==> src/hw/rtl/cmf_pkg.sv <==
`default_nettype none
package cmf_pkg;

    localparam int TABLE_DEPTH = 64;
    localparam int IDX_W       = $clog2(TABLE_DEPTH);
    localparam int VALUE_WIDTH = 32;
    localparam int Q_W         = 17;
    localparam int CNT_W       = 7;
    localparam int REG_IDX_W   = 2;

    localparam logic [Q_W-1:0] Q_ONE = 17'h10000;

    // Item kinds carried on tuser
    localparam logic CMD_MAP   = 1'b0;
    localparam logic CMD_WRITE = 1'b1;

    // Configuration register indexes
    localparam logic [REG_IDX_W-1:0] REG_VALUE_MIN   = 2'd0;
    localparam logic [REG_IDX_W-1:0] REG_VALUE_MAX   = 2'd1;
    localparam logic [REG_IDX_W-1:0] REG_ENTRY_COUNT = 2'd2;

    typedef struct packed {
        logic [Q_W-1:0] pos;
        logic [Q_W-1:0] red;
        logic [Q_W-1:0] green;
        logic [Q_W-1:0] blue;
    } cmf_entry_t;

    typedef struct packed {
        logic                   cmd;
        logic [VALUE_WIDTH-1:0] value;
        logic [IDX_W-1:0]       idx;
        cmf_entry_t             entry;
    } cmf_item_t;

    // Saturate a Q1.16 field to one
    function automatic logic [Q_W-1:0] qsat(input logic [Q_W-1:0] x);
        qsat = (x > Q_ONE) ? Q_ONE : x;
    endfunction

endpackage
`default_nettype wire

==> src/hw/rtl/cmf_front.sv <==
`default_nettype none
module cmf_front
    import cmf_pkg::*;
(
    input  wire logic      clk,
    input  wire logic      rst_n,
    input  wire logic      in_valid,
    output logic           in_ready,
    input  wire cmf_item_t in_item,
    output logic           q_valid,
    input  wire logic      q_pop,
    output cmf_item_t      q_item
);

    cmf_item_t  slot_reg [2];
    logic       wr_ptr_reg, rd_ptr_reg;
    logic [1:0] count_reg, count_next;
    cmf_item_t  clean;
    logic       push;

    // Saturate the Q1.16 fields of a beat on its way in
    always_comb
    begin
        clean             = in_item;
        clean.entry.pos   = qsat(in_item.entry.pos);
        clean.entry.red   = qsat(in_item.entry.red);
        clean.entry.green = qsat(in_item.entry.green);
        clean.entry.blue  = qsat(in_item.entry.blue);
    end

    assign in_ready = (count_reg != 2'd2);
    assign push     = in_valid && in_ready;
    assign q_valid  = (count_reg != 2'd0);
    assign q_item   = slot_reg[rd_ptr_reg];

    always_comb
    begin
        count_next = count_reg;
        if (push && !q_pop)
        begin
            count_next = count_reg + 2'd1;
        end
        else if (!push && q_pop)
        begin
            count_next = count_reg - 2'd1;
        end
    end

    always_ff @(posedge clk or negedge rst_n)
    begin
        if (!rst_n)
        begin
            wr_ptr_reg <= 1'b0;
            rd_ptr_reg <= 1'b0;
            count_reg  <= '0;
        end
        else
        begin
            count_reg <= count_next;
            if (push)
            begin
                wr_ptr_reg <= ~wr_ptr_reg;
            end
            if (q_pop)
            begin
                rd_ptr_reg <= ~rd_ptr_reg;
            end
        end
    end

    // Hold queued beats
    always_ff @(posedge clk)
    begin
        if (push)
        begin
            slot_reg[wr_ptr_reg] <= clean;
        end
    end

endmodule
`default_nettype wire

==> config.mk <==
export PLATFORM = sky130hd
export DESIGN_NAME = cmf_front
export DESIGN_NICKNAME = d
export VERILOG_FILES = /design/src/hw/rtl/cmf_pkg.sv /design/src/hw/rtl/cmf_front.sv
export SDC_FILE = /design/constraint.sdc
export NUM_CORES = 1
export LEC_CHECK = 0
export BUFFER_PORTS_ARGS = -buffer_cell sky130_fd_sc_hd__buf_4
export CORE_MARGIN = 2
export CORE_UTILIZATION = 48
export DETAILED_ROUTE_END_ITERATION = 6
export GPL_ROUTABILITY_DRIVEN = 0
export PLACE_DENSITY = 0.8
export SLEW_MARGIN = 20
export SYNTH_ARGS = -nofsm -noshare
export SYNTH_HDL_FRONTEND = slang
export SYNTH_SLANG_ARGS = --single-unit
==> constraint.sdc <==
create_clock -name clk -period 5.7 [get_ports clk]
set_input_delay 0.285 -clock clk [delete_from_list [all_inputs] [get_ports clk]]
set_output_delay 0.285 -clock clk [all_outputs]
set_load 0.03 [all_outputs]
# Yosys cells after proc, flatten, opt, wreduce, memory -nomap -nowiden
# Memory sizes are Yosys's and may differ from the RTL's.
# Index checks and enable logic that the tools add are counted.
# W data, S select, Z words.
# classes
add_sub_neg	2
n_lt_le_gt_ge	4
eq_ne	1
mux	8
n_bitwise	2
n_reduce_logical	7
# ops
cell	n
$gt A17 B17 Y1 const B	4
$mux W17	4
$mux W2	2
$reduce_bool A2 Y1	2
$logic_and A1 B1 Y1	3
$add A2 B1 Y2 const B	1
$logic_not A1 Y1	2
$mux W1	2
$ne A2 B2 Y1 const B	1
$not A1 Y1	2
$sub A2 B1 Y2 const B	1
# totals
reg_bits	4
ram_bits	214
in_bits	111
output_inout_bits	109
wordCells	28
n_memories	1
# memory_table
memory	depth	width	read_ports	rd_ports_with_merged_regs	write_ports	line_no	rtl
slot_reg	2	107	1	0	1	cmf_front.sv:15	cmf_item_t slot_reg [2];

# Longest topological paths before layout
# logic_depth
depth_word	6
mapped_depth	7
ltp_nobuf	7

# Worst setup path before layout
# Ideal clock, no wire load.
# synth_timing
kind	register to register
start	register count_reg[0]
end	memory slot_reg[0][0] in the netlist's numbering (enable)
setup_time_ns	0.574
t_arrival_ns	5.342
required_time_ns	5.126
slack_ns	-0.216
stages_incl_launch_ff	4
path_buffers	0
period_less_slack_ns	5.916
cell_sequence	dfrtp_1 > nand2b_1 > nand2_1 > nor2_1
# synth_between
elab_chain_cells	4
# synth_rtl
element	line_no	rtl
from (decl)	cmf_front.sv:17	logic [1:0] count_reg, count_next;
from (signal assigned)	cmf_front.sv:59	count_reg <= count_next;
$ne A2 B2 Y1	cmf_front.sv:31	assign in_ready = (count_reg != 2'd2);
named net in_ready	cmf_front.sv:8	output logic in_ready,
$logic_and A1 B1 Y1	cmf_front.sv:32	assign push = in_valid && in_ready;
$mux W1	cmf_front.sv:74	if (push)
$mux W1 (implied by the code)	cmf_front.sv:76	slot_reg[wr_ptr_reg] <= clean;
to (decl)	cmf_front.sv:15	
# The timed path passes the listed nets, and every way through them passes these cells.

==> qor.txt <==
final setup vio count = 0
Clk Latency, worst-skew pair = 0.50 ns
Via density = 5.09
drt initial violations = 236
height of the chip = 139 µm
library cells used by synthesis = 21
MaxCap Viol Count = 0
Setup CP Type = reg2out
WL per Instance = 18.9 µm
Ant. Diodes = 0
crit share post-route = 53.5%
power per cell area = 522 nW/µm²
worst hold path class = in2reg
WP data required = 5.41 ns
DP Worst Slack = 3.16 ns
hold_sp = in_item[33]
routed via count = 4895
final setup margin = 2.65 ns
Pre-antenna DRT Iters = 4
Fin. Hold Viols = 0
clk sinks = 218
Synth Instances = 443
final core utilization = 65.8%
number of I/O port buffers = 219
DRT antenna net count = 0
antenna violations before repair = 0
part of the Yosys area used for sequential elements = 75.1%
Fmax = 0.328 GHz
Inserted Clock Buffers = 23
maximum VDD drop = 0.000390 V
Crit Reg-Reg Startpoint = count_reg[0]$_DFFE_PN0P_
remaining global-route overflow = 0
Row Count = 49
most used flip-flop cell after synthesis = edfxtp_1
clock root cell = clkbuf_16
CP Launch Type = register
Slew Viols, Final = 0
first-pass GRT wire length = 28000 µm
area grow syn2layout = 35.2%
arrival time worst endpoint = 2.76 ns
Max FO, Critical Path = 62
area taken by multi-input logic gates = 2060 µm²
Post-DP HPWL = 11800 µm
register bit count reported by yosys = 218
H-Tree Depth = 1
RSZ-0062 raised after global routing = false
Final Power = 6.13 mW
max_slew headroom = 44.1%
vias in the first global route = 5289
CTS tree = yes
Final min period = 3.05 ns
# fillers = 1219
largest net degree at the start of global routing = 63
GRT Total Usage = 18.4%
Die Area = 19200 µm²
Setup Skew = 0.0161 ns
register area = 6530 µm²
core box area = 17800 µm²
DRC violations left = 0
Worst setup EP type = primary output
Max Root-Sink Buffers = 3
net count after synthesis = 555
share of cells above drive strength 1 = 53.7%
TNS Setup = 0 ns
Worst-path clk slew = 0.06 ns
Routed WL = 18200 µm
fin nets = 828
status = complete, no violations
Pleak = 4.36 nW
average cell area after synthesis = 19.6 µm²
worst-margin pin slew = 0.838 ns
Mapped Area = 8690 µm²
timing startpoint of the critical path = rd_ptr_reg$_DFFE_PN0P_
number of flops mapped to enable cells by yosys = 214
FFs w/ async S/R, synth = 1.83%
max reg flops = 214
Die X = 139 µm
Initial Util = 48.7%
synth warn = 0
num ports = 220
## power by group
part           switching [mW]  internal, mW
sequential              0.154          2.21
clock                   0.577         0.915
combinational            1.36         0.910
## worst paths after layout
| path | depth (start not counted) | to | slack [ns] |
|---|---|---|---|
| hold / removal | 1 | slot_reg[1][33]$_DFFE_PP_ | 0.05 |
| min in group asynchronous | 2 | count_reg[1]$_DFFE_PN0P_ | 0.12 |
| hold reg to reg | 1 | count_reg[1]$_DFFE_PN0P_ | 0.52 |
| setup / recovery | 3 | q_item[19] | 2.65 |
| setup reg to reg | 3 | slot_reg[1][82]$_DFFE_PP_ | 3.25 |
| max in group asynchronous | 2 | rd_ptr_reg$_DFFE_PN0P_ | 5.46 |
## critical path: stages (launching register included)
cell     delay (ns)
dfrtp_4        0.83
buf_4          0.75
mux2_2         0.44
buf_4          0.17
## cell usage after synthesis, types with 2 or more instances
| cell | number | area (µm²) |
|---|---|---|
| buf_6 | 3 | 33.8 |
| inv_1 | 6 | 22.5 |
| nor4_4 | 4 | 85.1 |
| nor2_1 | 2 | 7.51 |
| buf_2 | 9 | 45.0 |
| nor2b_2 | 4 | 35.0 |
| xnor2_1 | 2 | 17.5 |
| mux2_2 | 106 | 1190 |
| nor4_2 | 12 | 150 |
| xor2_1 | 3 | 26.3 |
| nor2b_1 | 60 | 375 |
| a41oi_4 | 4 | 110 |
| edfxtp_1 | 214 | 6430 |
| clkbuf_1 | 4 | 15.0 |
| dfrtp_1 | 4 | 100 |
## final cells by class
type / count / share of cell area, %
sequential: 218 / 55.6
timing repair buffer: 264 / 17.7
multi-input combinational: 203 / 17.5
clock buffer: 30 / 5.38
tap: 229 / 2.44
clock inverter: 11 / 1.13
inverter: 6 / 0.192
## layout by cell type, fill, tap and decap left out
cell type,synthesis,final
clkbuf_8,0,3
dfrtp_1,4,3
bufinv_16,0,3
clkbuf_1,4,4
a41oi_4,4,4
nor2b_1,60,60
nor4_4,4,4
dfrtp_4,0,1
ha_1,1,1
nor2_4,0,1
nand2b_1,1,1
inv_1,6,6
xnor2_1,2,2
clkinv_2,0,6
clkbuf_16,0,23
clkinv_1,0,1
or2_2,1,1
dlygate4sd3_1,0,41
nor2_1,2,1
mux2_1,1,1
inv_6,0,1
edfxtp_1,214,214
nor2b_2,4,4
nor4_2,12,12
buf_4,0,223
xor2_1,3,3
mux2_2,106,106
nand2_1,1,1
and3_4,0,1
## repair_timing
| item | 4_1_cts | 5_1_grt |
|---|---|---|
| endpoints found under the hold margin | 83 | 0 |
| buffers inserted | 0 | 0 |
| gates resized for setup | 0 | 0 |
| hold buffers | 41 | 0 |
## per-stage QoR
step	cell area (µm²)	std cells	hold WS, ns
after floorplan	8690	443	-0.0106
after global placement	10600	879	0.0808
after detailed placement	10600	879	0.0870
after CTS	11700	961	0.0400
after global routing	11700	961	0.0455
final	11700	961	0.0519
## per-layer routing
metal	wire length, µm	global-route usage, %	part of all wire [%]
met1	7000	21.7	38
met2	9190	32.5	51
met3	1510	5.35	8.3
met4	482	5.80	2.6
met5	0	0	0
## kinds of logic (layout without fill, tap and decap cells)
family / count (synthesis) / count (layout) / synth area share, %
fa+ha+maj: 1 / 1 / 0.144
buf+inv: 22 / 311 / 1.34
compound gates: 4 / 4 / 1.27
xor+xnor: 5 / 5 / 0.504
simple gates: 86 / 86 / 7.78
mux: 107 / 107 / 13.9
flops: 218 / 218 / 75.1
Note: power is estimated with default switching activity, not from simulation.
